$ cat src/hdl/temporal_frame_average_macros.svh
// assertion helpers for the temporal frame average block
`ifndef TEMPORAL_FRAME_AVERAGE_MACROS_SVH
`define TEMPORAL_FRAME_AVERAGE_MACROS_SVH

`ifndef SYNTHESIS

// same-cycle implication, off while in reset
`define TFA_ASSERT_IMPL(label, clk, rst_n, ante, cons) \
    label: assert property (@(posedge clk) disable iff (!rst_n) (ante) |-> (cons)) \
        else $error("tfa check failed");

// next-cycle implication, off while in reset
`define TFA_ASSERT_NEXT(label, clk, rst_n, ante, cons) \
    label: assert property (@(posedge clk) disable iff (!rst_n) (ante) |=> (cons)) \
        else $error("tfa check failed");

`else

`define TFA_ASSERT_IMPL(label, clk, rst_n, ante, cons)
`define TFA_ASSERT_NEXT(label, clk, rst_n, ante, cons)

`endif

`endif

$ cat src/hdl/tfa_pkg.sv
`default_nettype none

package tfa_pkg;

    localparam int CHAN_W           = 8;
    localparam int CHAN_MAX         = 255;
    localparam int CFG_W            = 15;
    localparam int HISTORY_FRAMES_D = 5;
    localparam int MAX_PIXELS_D     = 16384;

    // chan0 in the low byte, as in the frame store
    typedef struct packed {
        logic [CHAN_W-1:0] chan2;
        logic [CHAN_W-1:0] chan1;
        logic [CHAN_W-1:0] chan0;
    } t_pixel;

    // control travelling with each pipeline stage
    typedef struct packed {
        logic valid;
        logic last;
    } t_beat;

endpackage

`default_nettype wire

$ cat src/hdl/tfa_out_if.sv
`default_nettype none

interface tfa_out_if;
    logic                      valid;
    logic                      ready;
    logic [tfa_pkg::CHAN_W-1:0] chan0_out;
    logic [tfa_pkg::CHAN_W-1:0] chan1_out;
    logic [tfa_pkg::CHAN_W-1:0] chan2_out;
    logic                      frame_end;

    modport source (output valid, output chan0_out, output chan1_out, output chan2_out,
                    output frame_end, input ready);
    modport sink   (input valid, input chan0_out, input chan1_out, input chan2_out,
                    input frame_end, output ready);
endinterface

`default_nettype wire

$ cat src/hdl/tfa_acc.sv
`default_nettype none

module tfa_acc #(
    parameter int HISTORY_FRAMES = tfa_pkg::HISTORY_FRAMES_D
) (
    input  logic                                 i_clk,
    input  logic                                 i_rst_n,
    input  tfa_pkg::t_beat                       i_beat,
    input  tfa_pkg::t_pixel                      i_cur,
    input  tfa_pkg::t_pixel [HISTORY_FRAMES-2:0] i_hist,
    output logic                                 o_ready,
    tfa_out_if.source                            o_pix
);
    import tfa_pkg::*;

    localparam int SLOTS = HISTORY_FRAMES - 1;
    localparam int SUM_W = CHAN_W + $clog2(HISTORY_FRAMES);

    t_beat       r_beat;
    t_pixel      r_out;
    t_pixel      n_out;
    logic        w_adv;

    function automatic logic [CHAN_W-1:0] sat(input logic [SUM_W-1:0] s);
        return (s > SUM_W'(CHAN_MAX)) ? CHAN_W'(CHAN_MAX) : s[CHAN_W-1:0];
    endfunction

    always_comb begin
        logic [SUM_W-1:0] s0;
        logic [SUM_W-1:0] s1;
        logic [SUM_W-1:0] s2;
        s0 = SUM_W'(i_cur.chan0);
        s1 = SUM_W'(i_cur.chan1);
        s2 = SUM_W'(i_cur.chan2);
        for (int s = 0; s < SLOTS; s++) begin
            s0 = s0 + SUM_W'(i_hist[s].chan0);
            s1 = s1 + SUM_W'(i_hist[s].chan1);
            s2 = s2 + SUM_W'(i_hist[s].chan2);
        end
        n_out.chan0 = sat(s0);
        n_out.chan1 = sat(s1);
        n_out.chan2 = sat(s2);
    end

    assign w_adv   = !r_beat.valid || o_pix.ready;
    assign o_ready = w_adv;

    always_ff @(posedge i_clk) begin
        if (!i_rst_n) begin
            r_beat <= '0;
        end else if (w_adv) begin
            r_beat <= i_beat;
        end
    end

    always_ff @(posedge i_clk) begin
        if (w_adv && i_beat.valid) begin
            r_out <= n_out;
        end
    end

    assign o_pix.valid     = r_beat.valid;
    assign o_pix.chan0_out = r_out.chan0;
    assign o_pix.chan1_out = r_out.chan1;
    assign o_pix.chan2_out = r_out.chan2;
    assign o_pix.frame_end = r_beat.last;

endmodule

`default_nettype wire

$ cat src/flat_wrapper.sv
// flat-port wrapper written by rule: the top's interface ports become plain ports
module tfa_acc_flat import tfa_pkg::*;
#(
    parameter int HISTORY_FRAMES = tfa_pkg::HISTORY_FRAMES_D
)
  (i_clk, i_rst_n, i_beat, i_cur, i_hist, o_ready, o_pix_valid, o_pix_chan0_out, o_pix_chan1_out, o_pix_chan2_out, o_pix_frame_end, o_pix_ready);
  tfa_out_if o_pix_i ();
  input  logic i_clk;
  input  logic i_rst_n;
  input  tfa_pkg::t_beat i_beat;
  input  tfa_pkg::t_pixel i_cur;
  input  tfa_pkg::t_pixel [HISTORY_FRAMES-2:0] i_hist;
  output logic o_ready;
  output wire logic [$bits(o_pix_i.valid)-1:0] o_pix_valid;
  output wire logic [$bits(o_pix_i.chan0_out)-1:0] o_pix_chan0_out;
  output wire logic [$bits(o_pix_i.chan1_out)-1:0] o_pix_chan1_out;
  output wire logic [$bits(o_pix_i.chan2_out)-1:0] o_pix_chan2_out;
  output wire logic [$bits(o_pix_i.frame_end)-1:0] o_pix_frame_end;
  input wire logic [$bits(o_pix_i.ready)-1:0] o_pix_ready;
  assign o_pix_valid = o_pix_i.valid;
  assign o_pix_chan0_out = o_pix_i.chan0_out;
  assign o_pix_chan1_out = o_pix_i.chan1_out;
  assign o_pix_chan2_out = o_pix_i.chan2_out;
  assign o_pix_frame_end = o_pix_i.frame_end;
  assign o_pix_i.ready = o_pix_ready;
  tfa_acc #(.HISTORY_FRAMES(HISTORY_FRAMES)) u_core (.i_clk(i_clk), .i_rst_n(i_rst_n), .i_beat(i_beat), .i_cur(i_cur), .i_hist(i_hist), .o_ready(o_ready), .o_pix(o_pix_i));
endmodule
$ cat config.mk
export PLATFORM = sky130hd
export DESIGN_NAME = tfa_acc_flat
export DESIGN_NICKNAME = d
export VERILOG_FILES = /design/src/hdl/temporal_frame_average_macros.svh /design/src/hdl/tfa_pkg.sv /design/src/hdl/tfa_out_if.sv /design/src/hdl/tfa_acc.sv /design/src/flat_wrapper.sv
export SDC_FILE = /design/constraint.sdc
export NUM_CORES = 1
export LEC_CHECK = 0
export ABC_AREA = 1
export ABC_CLOCK_PERIOD_IN_PS = 8200
export CAP_MARGIN = 10
export CORE_MARGIN = 2
export CORE_UTILIZATION = 45
export CTS_CLUSTER_DIAMETER = 200
export DETAILED_ROUTE_END_ITERATION = 10
export DONT_BUFFER_PORTS = 1
export SYNTH_ARGS = -nofsm -noshare
export SYNTH_HDL_FRONTEND = slang
export SYNTH_SLANG_ARGS = --single-unit
$ cat constraint.sdc
create_clock -name i_clk -period 8.2 [get_ports i_clk]
set_input_delay 1.64 -clock i_clk [delete_from_list [all_inputs] [get_ports i_clk]]
set_output_delay 1.64 -clock i_clk [all_outputs]
set_load 0.02 [all_outputs]
Word level (Yosys, flattened, before mapping). Index checks and enable logic that the tools add are counted.

Add/sub/neg operators: 12. $lt $le $gt $ge: 3. Reductions and logical operators: 3.

Operator list (count): 11-bit by 8-bit adder with 11-bit output (9); 11-bit by 8-bit > comparator with 1-bit output, second input constant (3); 8-bit by 8-bit adder with 9-bit output (3); 1-bit logical AND (1); 1-bit logical NOT (1); 1-bit logical OR (1).

Bits in registers: 26. Bits of input ports: 125. Output and inout port bits: 27. Word-level logic and storage cells: 23.

Logic depth before layout (Yosys ltp).
Depth in word-level cells: 5. Depth in mapped cells: 21. Gate-level depth less buffers: 21.

Least setup slack after synthesis. Ideal clock, no wire load.

Path type: input to register. From: in i_cur[16] (netlist name). To: reg u_core.r_out, in the netlist u_core.o_pix.chan2_out[0], data pin. Arrival: 4.677 ns. Data required time: 7.935 ns. Slack: 3.258 ns. Stages: 19. Path through: ha_1 fa_1 nand3_1 nand3_1 xor2_1 inv_1 fa_1 inv_1 fa_1 inv_1 ha_1 nand2_1 inv_1 nand2_1 nand2_1 nand2_1 nand3_1 nor2_4 nand3_1.

Cells in the longest elaborated chain, start to end: 5.

RTL lines: start: declaration (RTL line flat_wrapper.sv:11) `input tfa_pkg::t_pixel i_cur;`; 8-bit by 8-bit adder with 9-bit output (*) (RTL line tfa_acc.sv:38) `s2 = s2 + SUM_W'(i_hist[s].chan2);`; 11-bit by 8-bit adder with 11-bit output (*) (3 in series) (RTL line tfa_acc.sv:38); 11-bit by 8-bit > comparator with 1-bit output (RTL line tfa_acc.sv:25) `return (s > SUM_W'(CHAN_MAX)) ? CHAN_W'(CHAN_MAX) : s[CHAN_W-1:0];`; end signal: assignment (RTL line tfa_acc.sv:58) `r_out <= n_out;`; end: declaration (RTL line tfa_acc.sv:20) `t_pixel r_out;`.

Every way passes the cells marked *; elsewhere a longest branch is shown, timed or not. A chain may end at the register's enable or synchronous reset.

Worst setup path in the final report.
From: in i_cur[8] (netlist name). To: reg u_core.r_out, in the netlist u_core.o_pix.chan1_out[7], data pin.

Cells in the longest elaborated chain, start to end: 5.

RTL lines: 8-bit by 8-bit adder with 9-bit output (*) (RTL line tfa_acc.sv:37) `s1 = s1 + SUM_W'(i_hist[s].chan1);`; 11-bit by 8-bit adder with 11-bit output (*) (3 in series) (RTL line tfa_acc.sv:37); 11-bit by 8-bit > comparator with 1-bit output (RTL line tfa_acc.sv:25).

Marks and branches as above.

==> summary.txt <==
Global route
  • First-pass GRT wire length: about 15 mm
  • Vias in the first global route: roughly 3500
  • Gr usage total: approximately 16%
  • Initial antenna violation count: 0
  • Grt total ovfl: 0
  • Largest net degree at the start of global routing: 25

Routing
  • Drt drc: 0
  • Post-Route WL: approximately 8.8 mm
  • DR vias: ~3700
  • Vias per Instance: ~4.9
  • DR iter-0 viols: ~130
  • Drt pass-1 iters: 4
  • Avg WL per Cell: around 12 um
  • Remaining antenna violation count after routing: 0

Layout
  • Nets: ~850
  • Post-Layout Inst Area: a little under 5000 sq um
  • FILL cells: roughly 1000
  • N_diodes: 0
  • Fraction of layout cells with a size suffix above 1: around 4.5%
  • Area Overhead vs Synth: 5.19%
  • Final core utilization: between 40% and 50%

Synthesis
  • EDFF count, synth: 24
  • Top_reg_cell synth: edfxtp_1
  • Synthesized area: roughly 4700 sq um
  • Share of flip-flops with an asynchronous set or reset: 0%
  • Area contributors post-synth: fa_1 22%, edfxtp_1 15%, ha_1 14%
  • Post-synth net total: around 850
  • Yosys top cell area share: 21.7%
  • Synth warn: 0
  • Syn avg cell area: ~7.6 sq um
  • Post-synthesis sequential area ratio: 16.2%
  • Flops & latches, synth: 26
  • Synth cell count leaders: 174 x inv_1, 124 x nand2_1, 62 x nand3_1, 54 x ha_1, 51 x fa_1
  • Distinct cell type count after synthesis: 28
  • Count leader, synth: inv_1
  • Cell taking the most area after synthesis: fa_1
  • Syn Inst Count: roughly 600

Floorplan
  • Die Wd: 106 um
  • Total die area: ~11000 sq um
  • Io pins: approximately 150
  • Core area: just over 10000 sq um
  • Starting Density: 45.9%
  • Die height: 106 um
  • Std-Cell Rows: 37

Critical path
  • Worst Path Max Fanout: 8
  • R2R depth: 3
  • Crit-path max cell delay: 0.49 ns
  • Slowest CP cell: fa_1
  • Worst path required time: between 8 and 9 ns
  • Reg2reg end: u_core.o_pix.chan2_out[7]
  • CP Cell Sequence: ha_1 > inv_1 > fa_1 > inv_1 > nand4_1 > o211ai_1 > xnor2_1 > inv_1 > fa_1 > inv_1 > fa_1 > inv_1 > ha_1 > nand2_1 > inv_1 > a21oi_1 > nand2_1 > nand2_1 > nand2_1 > inv_2 > nand3_1
  • CP startpoint: i_cur[8]
  • WS Path Type: input pin to register
  • Startpoint Class: input pin
  • Crit path arrival time: about 5 ns
  • Setup slack, reg-to-reg: 6.44 ns
  • CP bufs+invs: 7
  • Critical Path Sink Type: register
  • RR Startpoint: u_core.o_pix.valid
  • Largest delay share family, worst path: adder cells
  • CP most frequent cell: inv_1

Pwr
  • Max VDD drop: approximately 0.00014 V
  • Pwr Density: 287 nW/um^2
  • Leakage: 0.00270 uW

Timing
  • Slew Limit Fails: 0
  • Actual slew at the worst max-slew pin: between 1 and 1.5 ns
  • Hold Violations, Final: 0
  • Clock Skew: 0.00227 ns
  • Minimum clock period: slightly below 5 ns
  • Final setup viols: 0
  • WHS: a little over 0.6 ns
  • Max-slew headroom: 25.1%
  • Setup TNS: 0 ns
  • Period utilization: 60.6%
  • RSZ-0062 raised after global routing: false
  • Maximum clock rate: 201 MHz

CTS
  • Setup Buffers After CTS: 0
  • Hold buffers post-CTS: 0
  • Post-CTS sizing: 0
  • H-tree depth: 1
  • CTS tree: done
  • Worst-path clk slew: ~0.09 ns
  • CTS Sinks: 26
  • Max clock buf depth: 2
  • Clk root buf: clkbuf_8
  • Clock Latency Late Sink: about 0.27 ns
  • Number of buffers created by CTS: 3

Placed design
  • Dpl hpwl: 8.01 mm
  • Area after DPL: ~4900 sq um
  • RePlAce Congestion: 0.863
  • IO buf count: 0

Hold path
  • Min-Delay Path Depth: 2
  • Worst Hold Path EP: u_core.o_pix.frame_end
  • HP Class: register to register
  • Hold path startpoint: u_core.o_pix.frame_end

Job
  • Max-cap violations: 0

Status
  • Outcome: finished clean
-- flip-flops by register name (all words and copies together) (netlist names) --
signal	count
u_core.o_pix.chan0_out	8
u_core.o_pix.chan2_out	8
u_core.o_pix.valid	1
u_core.o_pix.chan1_out	8
u_core.o_pix.frame_end	1
-- layout make-up --
type	instances	area [sq um]	share of cell area, %
clock buffer	3	41.3	0.835
clock inverter	1	30.0	0.607
inverter	180	676	13.7
multi-input combinational	410	3270	66.1
sequential	26	761	15.4
tap	136	170	3.44
-- per-stage QoR --
| step | setup slack, ns | cells | power (uW) |
|---|---|---|---|
| after floorplan | 3.26 | 616 | 1130 |
| after global placement | 2.99 | 752 | 1310 |
| after detailed placement | 2.94 | 752 | 1330 |
| after CTS | 3.23 | 756 | 1430 |
| after global routing | 2.93 | 756 | 1590 |
| final | 3.23 | 756 | 1420 |
-- routing by layer --
| layer | global-route usage, % | routed length [um] |
|---|---|---|
| met1 | 20.6 | 4000 |
| met5 | 0 | 0 |
| met4 | 1.69 | 29 |
| met3 | 2.70 | 539 |
| met2 | 27.7 | 4210 |
-- kinds of logic after synthesis --
group	count (synthesis)	share of synthesized area (%)
AO/OA/AOI/OAI	38	4.87
adder cells (fa/ha/maj)	105	36.1
flip-flops	26	16.2
XOR/XNOR	27	5.03
AND/OR/NAND/NOR	240	23.4
buffers and inverters	180	14.4
-- cell usage in the layout, fill, tap and decap left out, drive strengths merged --
cell type	instances
nand3b	3
o21bai	2
or2	1
a21oi	22
fa	51
ha	54
o21ai	2
inv	179
nand3	66
nand2	132
o211ai	4
edfxtp	24
dfxtp	2
nand4	16
xor2	5
a31oi	3
o21a	1
a21o	4
nor2	22
clkinv	1
clkbuf	3
xnor2	22
bufinv	1
-- how the worst max path moves through the flow --
stage,endpoint,slack (ns),cells past startpoint
floorplan,u_core.o_pix.chan2_out[0],3.26,19
global placement,u_core.o_pix.chan1_out[5],2.99,21
detailed placement,u_core.o_pix.chan1_out[6],2.94,21
CTS,u_core.o_pix.chan1_out[6],3.23,21
global route,u_core.o_pix.chan1_out[4],2.93,21
finish,u_core.o_pix.chan1_out[7],3.23,21
-- worst register-to-register path, delay by kind of cell (launching register included) --
kind	cells	cell delay, ns
buffers and inverters	1	0.08
DFF	1	0.38
and+or+nand+nor	2	0.92
-- report_power, final --
part           internal, uW  switching (uW)
sequential              230            85.5
combinational           390             606
clock                  65.3            40.3
total                   685             732
Power figures use the tool's default switching activity.
