===== config.mk =====
export PLATFORM = sky130hd
export DESIGN_NAME = tfa_div
export DESIGN_NICKNAME = d
export VERILOG_FILES = /design/src/hdl/temporal_frame_average_macros.svh /design/src/hdl/tfa_pkg.sv /design/src/hdl/tfa_div.sv
export SDC_FILE = /design/constraint.sdc
export NUM_CORES = 1
export LEC_CHECK = 0
export BUFFER_PORTS_ARGS = -buffer_cell sky130_fd_sc_hd__buf_2
export CORE_ASPECT_RATIO = 0.8
export CORE_MARGIN = 2
export CORE_UTILIZATION = 45
export DETAILED_ROUTE_END_ITERATION = 16
export GPL_TIMING_DRIVEN = 0
export PLACE_DENSITY = 0.64
export SETUP_SLACK_MARGIN = 0.3
export SYNTH_ARGS = -nofsm -noshare
export SYNTH_HDL_FRONTEND = slang
export SYNTH_SLANG_ARGS = --single-unit

===== constraint.sdc =====
create_clock -name i_clk -period 5.3 [get_ports i_clk]
set_input_delay 1.06 -clock i_clk [delete_from_list [all_inputs] [get_ports i_clk]]
set_output_delay 1.06 -clock i_clk [all_outputs]
set_load 0.02 [all_outputs]

===== src/hdl/temporal_frame_average_macros.svh =====
// assertion helpers for the temporal frame average block
`ifndef TEMPORAL_FRAME_AVERAGE_MACROS_SVH
`define TEMPORAL_FRAME_AVERAGE_MACROS_SVH

`ifndef SYNTHESIS

// same-cycle implication, off while in reset
`define TFA_ASSERT_IMPL(label, clk, rst_n, ante, cons) \
    label: assert property (@(posedge clk) disable iff (!rst_n) (ante) |-> (cons)) \
        else $error("tfa check failed");

// next-cycle implication, off while in reset
`define TFA_ASSERT_NEXT(label, clk, rst_n, ante, cons) \
    label: assert property (@(posedge clk) disable iff (!rst_n) (ante) |=> (cons)) \
        else $error("tfa check failed");

`else

`define TFA_ASSERT_IMPL(label, clk, rst_n, ante, cons)
`define TFA_ASSERT_NEXT(label, clk, rst_n, ante, cons)

`endif

`endif


===== src/hdl/tfa_pkg.sv =====
`default_nettype none

package tfa_pkg;

    localparam int CHAN_W           = 8;
    localparam int CHAN_MAX         = 255;
    localparam int CFG_W            = 15;
    localparam int HISTORY_FRAMES_D = 5;
    localparam int MAX_PIXELS_D     = 16384;

    // chan0 in the low byte, as in the frame store
    typedef struct packed {
        logic [CHAN_W-1:0] chan2;
        logic [CHAN_W-1:0] chan1;
        logic [CHAN_W-1:0] chan0;
    } t_pixel;

    // control travelling with each pipeline stage
    typedef struct packed {
        logic valid;
        logic last;
    } t_beat;

endpackage

`default_nettype wire


===== src/hdl/tfa_div.sv =====
`default_nettype none

module tfa_div #(
    parameter int HISTORY_FRAMES = tfa_pkg::HISTORY_FRAMES_D
) (
    input  logic                                 i_clk,
    input  logic                                 i_rst_n,
    input  tfa_pkg::t_beat                       i_beat,
    input  tfa_pkg::t_pixel                      i_cur,
    input  tfa_pkg::t_pixel [HISTORY_FRAMES-2:0] i_hist,
    output logic                                 o_ready,
    output tfa_pkg::t_beat                       o_beat,
    output tfa_pkg::t_pixel                      o_cur,
    output tfa_pkg::t_pixel [HISTORY_FRAMES-2:0] o_hist,
    input  logic                                 i_ready
);
    import tfa_pkg::*;

    localparam int SLOTS       = HISTORY_FRAMES - 1;
    localparam int RECIP_SHIFT = 16;
    localparam int RECIP_W     = RECIP_SHIFT + 1;
    // ceil(2^16 / frames): exact floor quotient for any 8-bit value
    localparam logic [RECIP_W-1:0] RECIP =
        RECIP_W'(((1 << RECIP_SHIFT) + HISTORY_FRAMES - 1) / HISTORY_FRAMES);

    t_beat                r_beat;
    t_pixel               r_cur;
    t_pixel [SLOTS-1:0]   r_hist;
    logic                 w_adv;

    function automatic logic [CHAN_W-1:0] quot(input logic [CHAN_W-1:0] x);
        logic [CHAN_W+RECIP_W-1:0] prod;
        prod = (CHAN_W + RECIP_W)'(x) * (CHAN_W + RECIP_W)'(RECIP);
        return prod[RECIP_SHIFT +: CHAN_W];
    endfunction

    function automatic t_pixel quot_pix(input t_pixel p);
        t_pixel q;
        q.chan0 = quot(p.chan0);
        q.chan1 = quot(p.chan1);
        q.chan2 = quot(p.chan2);
        return q;
    endfunction

    assign w_adv   = !r_beat.valid || i_ready;
    assign o_ready = w_adv;

    always_ff @(posedge i_clk) begin
        if (!i_rst_n) begin
            r_beat <= '0;
        end else if (w_adv) begin
            r_beat <= i_beat;
        end
    end

    always_ff @(posedge i_clk) begin
        if (w_adv && i_beat.valid) begin
            r_cur <= quot_pix(i_cur);
            for (int s = 0; s < SLOTS; s++) begin
                r_hist[s] <= quot_pix(i_hist[s]);
            end
        end
    end

    assign o_beat = r_beat;
    assign o_cur  = r_cur;
    assign o_hist = r_hist;

endmodule

`default_nettype wire


-- Yosys cells after proc, flatten, opt, wreduce, memory -nomap -nowiden
Index checks and enable logic that the tools add are counted.
- logic and storage cells: 35
- input bits: 125
- output and inout port bits: 123
- flip-flop bits (word level): 92
- multiply operators: 15
- reductions and logical operators: 3
- operators with widths (operator ; number):
    multiplier 8 x 12 -> 20 bit (second input constant) ; 15
    logical AND 1 bit ; 1
    zero test 1 bit ; 1
    logical OR 1 bit ; 1

-- Logic depth before layout (Yosys ltp)
Gate-level depths: netlist (run 1).
- depth in word-level cells: 3
- gate-level depth with buffers: 16
- mapped depth without buffers: 16

-- Worst setup path before layout (run 1)
Ideal clock, no wire load.
- path kind: input to register
- from: input i_hist[69] (netlist bit)
- to: register r_hist (netlist bit o_hist[68]) (data pin)
- setup slack: 439 ps
- arrival time: 4604 ps
- buffers on the path: 0
- stages on the path: 16
- setup time: 258 ps
- required time: 5042 ps
- path through: ha_1 -> inv_1 -> fa_1 -> inv_1 -> fa_1 -> inv_1 -> fa_1 -> inv_1 -> ha_1 -> a2111oi_0 -> o221ai_1 -> a221oi_2 -> o21ai_1 -> o21a_1 -> nor2_1 -> xnor2_1
- word-level cells in the longest chain between the ends: 1
- RTL lines (element ; line ; source):
    start: declaration ; tfa_div.sv:10 ; input tfa_pkg::t_pixel [HISTORY_FRAMES-2:0] i_hist,
    multiplier 8 x 12 -> 20 bit ; tfa_div.sv:33 ; prod = (CHAN_W + RECIP_W)'(x) * (CHAN_W + RECIP_W)'(RECIP);
    end signal: indexed assignment ; tfa_div.sv:60 ; r_hist[s] <= quot_pix(i_hist[s]);
    end: declaration ; tfa_div.sv:28 ; t_pixel [SLOTS-1:0] r_hist;
No other way between the ends.
A chain may end at the register's enable or synchronous reset.

-- Worst setup path after layout (run 1)
- from: input i_cur[13] (netlist bit)
- to: register r_cur (netlist bit o_cur[13]) (data pin)
- word-level cells in the longest chain between the ends: 1
- RTL lines (element ; line ; source):
    start: declaration ; tfa_div.sv:9 ; input tfa_pkg::t_pixel i_cur,
    multiplier 8 x 12 -> 20 bit ; tfa_div.sv:33 ;
    end signal: assignment ; tfa_div.sv:58 ; r_cur <= quot_pix(i_cur);
    end: declaration ; tfa_div.sv:27 ; t_pixel r_cur;
No other way between the ends.

==> run_results.csv, run 1 <==
group,metric,value,unit
detailed_routing,first_iter_violations,401,
timing,slew_viol_final,0,
timing,tns,0,ns
detailed_routing,avgViaCountPerCell,5.02,
critical_path,endpoint_kind,"flop",
global_route,grt_max_degree,60,
finish,nFillCells,4376,
floorplan,fp.dieH,201,um
run,max_cap_viol_count,0,
logic_synthesis,synthArstFlopShare,0,
clock_network,clk_pin_slew,0.09,ns
placement,dp.cells,2997,
timing,worst_pin_slew,0.706,ns
global_route,grt_pass1_wl,76.4,mm
placement,port_buffers,217,
global_route,grt_pass1_vias,16300,
placement,gp_congestion,0.849,
timing,period_share,0.918,
logic_synthesis,syn_area_per_cell,10.3,um2
finish,nets,3434,
placement,place_area,23900,um2
finish,instances_no_fill,3017,
timing,rsz0062_at_grt,"true",
logic_synthesis,synth-edff-count,90,
floorplan,ioPinCount,248,
finish,drive_gt1_frac,0.126,
critical_path,startpoint_type,"input pin",
critical_path,worstPathArrival,5.01,ns
logic_synthesis,syn_area,21900,um2
finish,mostFrequentLayoutCell,"ha_1",
global_route,antenna_found_initial,0,
finish,multi_input_area,17200,um2
placement,dp_hpwl,39.4,mm
logic_synthesis,ys_seq_elements,92,
critical_path,critPathKind,"input pin to flop",
critical_path,cp_top_family,"adder cells",
timing,max_slew_margin,0.527,
timing,finalSetupViolCount,0,
detailed_routing,via_count,15100,
timing,skew,0.0233,ns
clock_network,htreeDepth,3,
timing,min_period,4.86,ns
clock_network,clock_latency,0.40,ns
timing,hold_viol,0,
timing,fmax,206,MHz
floorplan,coreArea,48200,um2
detailed_routing,drtAntennaViolNets,0,
critical_path,path_buf_inv,5,
power,leakagePower,13.7,nW
floorplan,die_area,50400,um2
logic_synthesis,synth-seq-area-share,0.125,
logic_synthesis,ys.flop_type,"edfxtp_1",
detailed_routing,drt-wirelength-per-cell,14.5,um
logic_synthesis,synth.distinct_cells,65,
floorplan,chipWidth,250,um
floorplan,start_util,0.454,
power,p_per_area,301,nW/um2
timing,fin_ws,0.436,ns
global_route,overflow,0,
detailed_routing,wirelength,43.7,mm
clock_network,ctsLongestPathBuffers,2,
critical_path,path_cells,"buf_2 > ha_4 > inv_1 > fa_1 > inv_1 > fa_1 > inv_1 > fa_1 > inv_1 > ha_1 > a21o_1 > a21oi_1 > o21ai_1 > a221o_1 > o41a_1 > nor4_2 > a211oi_2",
critical_path,slowest_stage,"fa_1",
logic_synthesis,ys_warn_count,0,
detailed_routing,drc,0,
clock_network,cts-root-buf,"clkbuf_16",
placement,dp_slack,-0.155,ns
finish,final_cell_mix,"ha_1, inv_1, fa_1",
global_route,grt.total_usage,0.184,
critical_path,crit_path_frequent_cell,"inv_1",
finish,insertedDiodeCount,0,
power,power,0.00731,W
logic_synthesis,syn-instance-count,2121,
critical_path,max_stage_delay,0.50,ns
min_path,hold_class,"flop to flop",
finish,register_area,2740,um2
finish,final_area,24300,um2
critical_path,cp.required,5.45,ns
clock_network,cts.sinks,92,
floorplan,num_rows,72,
critical_path,crit_fanout,4,
status,status,"finished, final reports clean",
clock_network,cts_tree,"yes",
detailed_routing,drt-pass1-iter-count,5,
finish,syn2layout_area_growth,11.1,%
clock_network,cts_buffers,9,
power,peakVddDrop,303,uV
## synth_stat cells (16+ instances only)
library cell / count / share of area
ha_1: 686 / 0.39
inv_1: 508 / 0.087
fa_1: 240 / 0.22
edfxtp_1: 90 / 0.12
a21oi_1: 69 / 0.016
nor2_1: 64 / 0.011
xnor2_1: 47 / 0.019
nand2_1: 46 / 0.0079
xor2_1: 37 / 0.015
buf_4: 30 / 0.010
a21o_1: 27 / 0.0093
o21ai_0: 27 / 0.0062
nand3_1: 22 / 0.0050
nor3_1: 20 / 0.0046
o21a_1: 16 / 0.0055
or2_2: 16 / 0.0046
## routing by layer
metal,vias to the layer above,GRT usage,wire length (um)
met4,0,0.0385,571
met1,7315,0.242,20500
li1,7609,-,-
met5,-,0,0
met2,189,0.314,21000
met3,32,0.0340,1660
## worst paths after layout
path	start	end	slack (ns)	cells past startpoint
setup reg to reg	o_beat[1]	o_cur[1]	3.52	4
setup / recovery	i_cur[13]	o_cur[13]	0.44	17
hold / removal	o_beat[0]	o_beat[0]	0.47	2
hold reg to reg	o_beat[0]	o_beat[0]	0.47	2
## final cells by class
cell class                 count  area share
clock buffer                  11     0.00958
sequential                    92       0.113
timing repair buffer         222      0.0471
multi-input combinational   1520       0.708
tap                          629      0.0324
clock inverter                 5     0.00247
inverter                     508      0.0785
buffer                        30     0.00927
## flip-flops by register name (all words and copies together), names as in the netlist
name    cells
o_beat      2
o_cur      18
o_hist     72
## cell families after synthesis
group,count (synthesis),share of synthesized area
AND/OR/NAND/NOR,232,0.0537
buffers and inverters,538,0.0975
XOR/XNOR,84,0.0337
AO/OA/AOI/OAI,248,0.0769
adder cells (fa/ha/maj),926,0.612
other,1,0.000172
flip-flops,92,0.125
## metrics by stage
stage	hold slack [ns]	utilization
5_1_grt	0.504	0.504
2_1_floorplan	0.536	-
3_5_place_dp	0.463	0.495
4_1_cts	0.471	0.501
3_3_place_gp	0.455	0.495
6_report	0.468	0.504
## report_power, final
part / total (W) / switching (W) / internal [W]
clock network: 0.000698 / 0.000330 / 0.000368
registers: 0.00129 / 0.0000834 / 0.00120
logic: 0.00532 / 0.00304 / 0.00228
total: 0.00731 / 0.00345 / 0.00385
## worst min-delay path, cell delays in order, from the launching register on
cell,delay (ns)
dfxtp_1,0.31
nand2_1,0.05
a21boi_0,0.06
## what timing repair did
action	in CTS	in global routing
endpoints found under the setup margin	2	14
gates resized for setup	1	13
hold buffers	0	0
pin swaps	1	8
setup buffers	0	4
No activity file was read; power rests on OpenSTA's default activity.
==> run 2, diff against run 1 <==
--- a/config.mk
+++ b/config.mk
@@ -10,7 +10,6 @@
 export CORE_MARGIN = 2
 export CORE_UTILIZATION = 45
 export DETAILED_ROUTE_END_ITERATION = 16
-export GPL_TIMING_DRIVEN = 0
 export PLACE_DENSITY = 0.64
 export SETUP_SLACK_MARGIN = 0.3
 export SYNTH_ARGS = -nofsm -noshare
==> run_results.csv, run 2 (same netlist as run 1, synthesis figures left out) <==
group,metric,value,unit
timing,rsz0062_at_grt,"false",
min_path,min_from,"o_beat[0]",
clock_network,clock_latency,0.40,ns
finish,instances_no_fill,2985,
finish,nets,3402,
critical_path,worstPathArrival,4.91,ns
placement,dp.cells,2969,
min_path,holdPathEnd,"o_beat[0]",
global_route,overflow,0,
finish,syn2layout_area_growth,9.50,%
detailed_routing,drt-pass1-iter-count,5,
finish,drive_gt1_frac,0.111,
clock_network,cts.sinks,92,
timing,slew_viol_final,0,
detailed_routing,wirelength,43.1,mm
clock_network,ctsLongestPathBuffers,2,
timing,skew,0.0167,ns
power,peakVddDrop,298,uV
placement,port_buffers,217,
critical_path,reg2reg_depth,4,
detailed_routing,drtAntennaViolNets,0,
critical_path,critPathKind,"input pin to flop",
min_path,hold_depth,2,
critical_path,crit_fanout,4,
timing,finalSetupViolCount,0,
critical_path,endpoint_kind,"flop",
floorplan,fp.dieH,201,um
critical_path,rr_startpoint,"o_beat[1]",
power,p_per_area,302,nW/um2
floorplan,ioPinCount,248,
placement,gp_congestion,0.861,
critical_path,timing.rr.end,"o_hist[85]",
clock_network,htreeDepth,3,
min_path,hold_class,"flop to flop",
floorplan,start_util,0.454,
global_route,antenna_found_initial,1,
clock_network,cts-root-buf,"clkbuf_16",
placement,dp_hpwl,39.0,mm
finish,largest_reg_flops,72,
clock_network,clk_pin_slew,0.07,ns
floorplan,coreArea,48200,um2
global_route,grt_max_degree,66,
detailed_routing,via_count,15000,
detailed_routing,first_iter_violations,400,
timing,max_slew_margin,0.314,
critical_path,cp.required,5.43,ns
run,max_cap_viol_count,0,
finish,final_cell_mix,"ha_1, inv_1, fa_1",
timing,period_share,0.900,
placement,dp_slack,0.0845,ns
clock_network,cts_tree,"yes",
global_route,grt_pass1_vias,15900,
clock_network,cts_buffers,9,
timing,min_period,4.77,ns
global_route,grt.total_usage,0.180,
power,leakagePower,13.5,nW
detailed_routing,drt-wirelength-per-cell,14.4,um
finish,insertedDiodeCount,0,
detailed_routing,avgViaCountPerCell,5.03,
floorplan,num_rows,72,
critical_path,r2r_slack,3.08,ns
timing,fmax,210,MHz
timing,fin_ws,0.529,ns
floorplan,chipWidth,250,um
timing,hold_viol,0,
detailed_routing,drc,0,
critical_path,startpoint_type,"input pin",
timing,worst_pin_slew,1.03,ns
finish,mostFrequentLayoutCell,"ha_1",
timing,tns,0,ns
global_route,grt_pass1_wl,74.4,mm
floorplan,die_area,50400,um2
status,status,"finished, final reports clean",
run 2: repair_timing:
action	in CTS	in global routing
endpoints found under the setup margin	0	5
resized for setup	0	5
buffers inserted	0	0
hold buffers	0	0
run 2: how the worst max path moves through the flow:
stage	slack (ns)	to	from	cells past startpoint
6_report	0.53	o_hist[53]	i_hist[53]	17
5_1_grt	0.30	o_hist[85]	i_hist[85]	17
4_1_cts	0.49	o_hist[68]	i_hist[69]	17
3_5_place_dp	0.08	o_hist[68]	i_hist[69]	17
3_3_place_gp	0.18	o_hist[3]	i_hist[5]	17
2_1_floorplan	0.44	o_hist[68]	i_hist[69]	16
run 2: critical path, cell delays in order:
cell and delay (ns):
buf_2 0.13, ha_1 0.33, inv_1 0.07, fa_1 0.48
inv_1 0.05, fa_1 0.48, inv_1 0.05, fa_1 0.49
inv_1 0.04, ha_1 0.27, nand3_1 0.10, nor2_1 0.05
a221oi_1 0.44, a31oi_1 0.24, and4_1 0.25, a211oi_1 0.26
xnor2_1 0.11
run 2: routing by layer:
| layer | wire length (um) | track usage |
|---|---|---|
| met2 | 20200 | 0.303 |
| met4 | 503 | 0.0331 |
| met5 | 0 | 0 |
| met1 | 20800 | 0.246 |
| met3 | 1610 | 0.0313 |
run 2: per-stage QoR:
step	hold slack [ns]	utilization	area [um2]	total power (W)
detailed placement	0.460	0.490	23600	0.00658
global route	0.520	0.497	23900	0.00813
finish	0.463	0.497	23900	0.00722
floorplan	0.536	-	22000	0.00516
CTS	0.471	0.496	23900	0.00731
global placement	0.458	0.490	23600	0.00641
run 2: cell type report:
type | count | area, um2
Inverter | 508 | 1910
Clock buffer | 10 | 229
Multi-Input combinational cell | 1520 | 17100
Fill cell | 4406 | 24300
Clock inverter | 6 | 38.8
Tap cell | 629 | 787
Sequential cell | 92 | 2740
Timing Repair Buffer | 220 | 1110
run 2: report_power, final:
group	internal [W]	total [W]	switching [W]	leakage [nW]
Combinational	0.00225	0.00529	0.00303	12.4
Sequential	0.00120	0.00129	0.0000837	0.893
Clock	0.000318	0.000647	0.000329	0.132
Total	0.00377	0.00722	0.00345	13.5
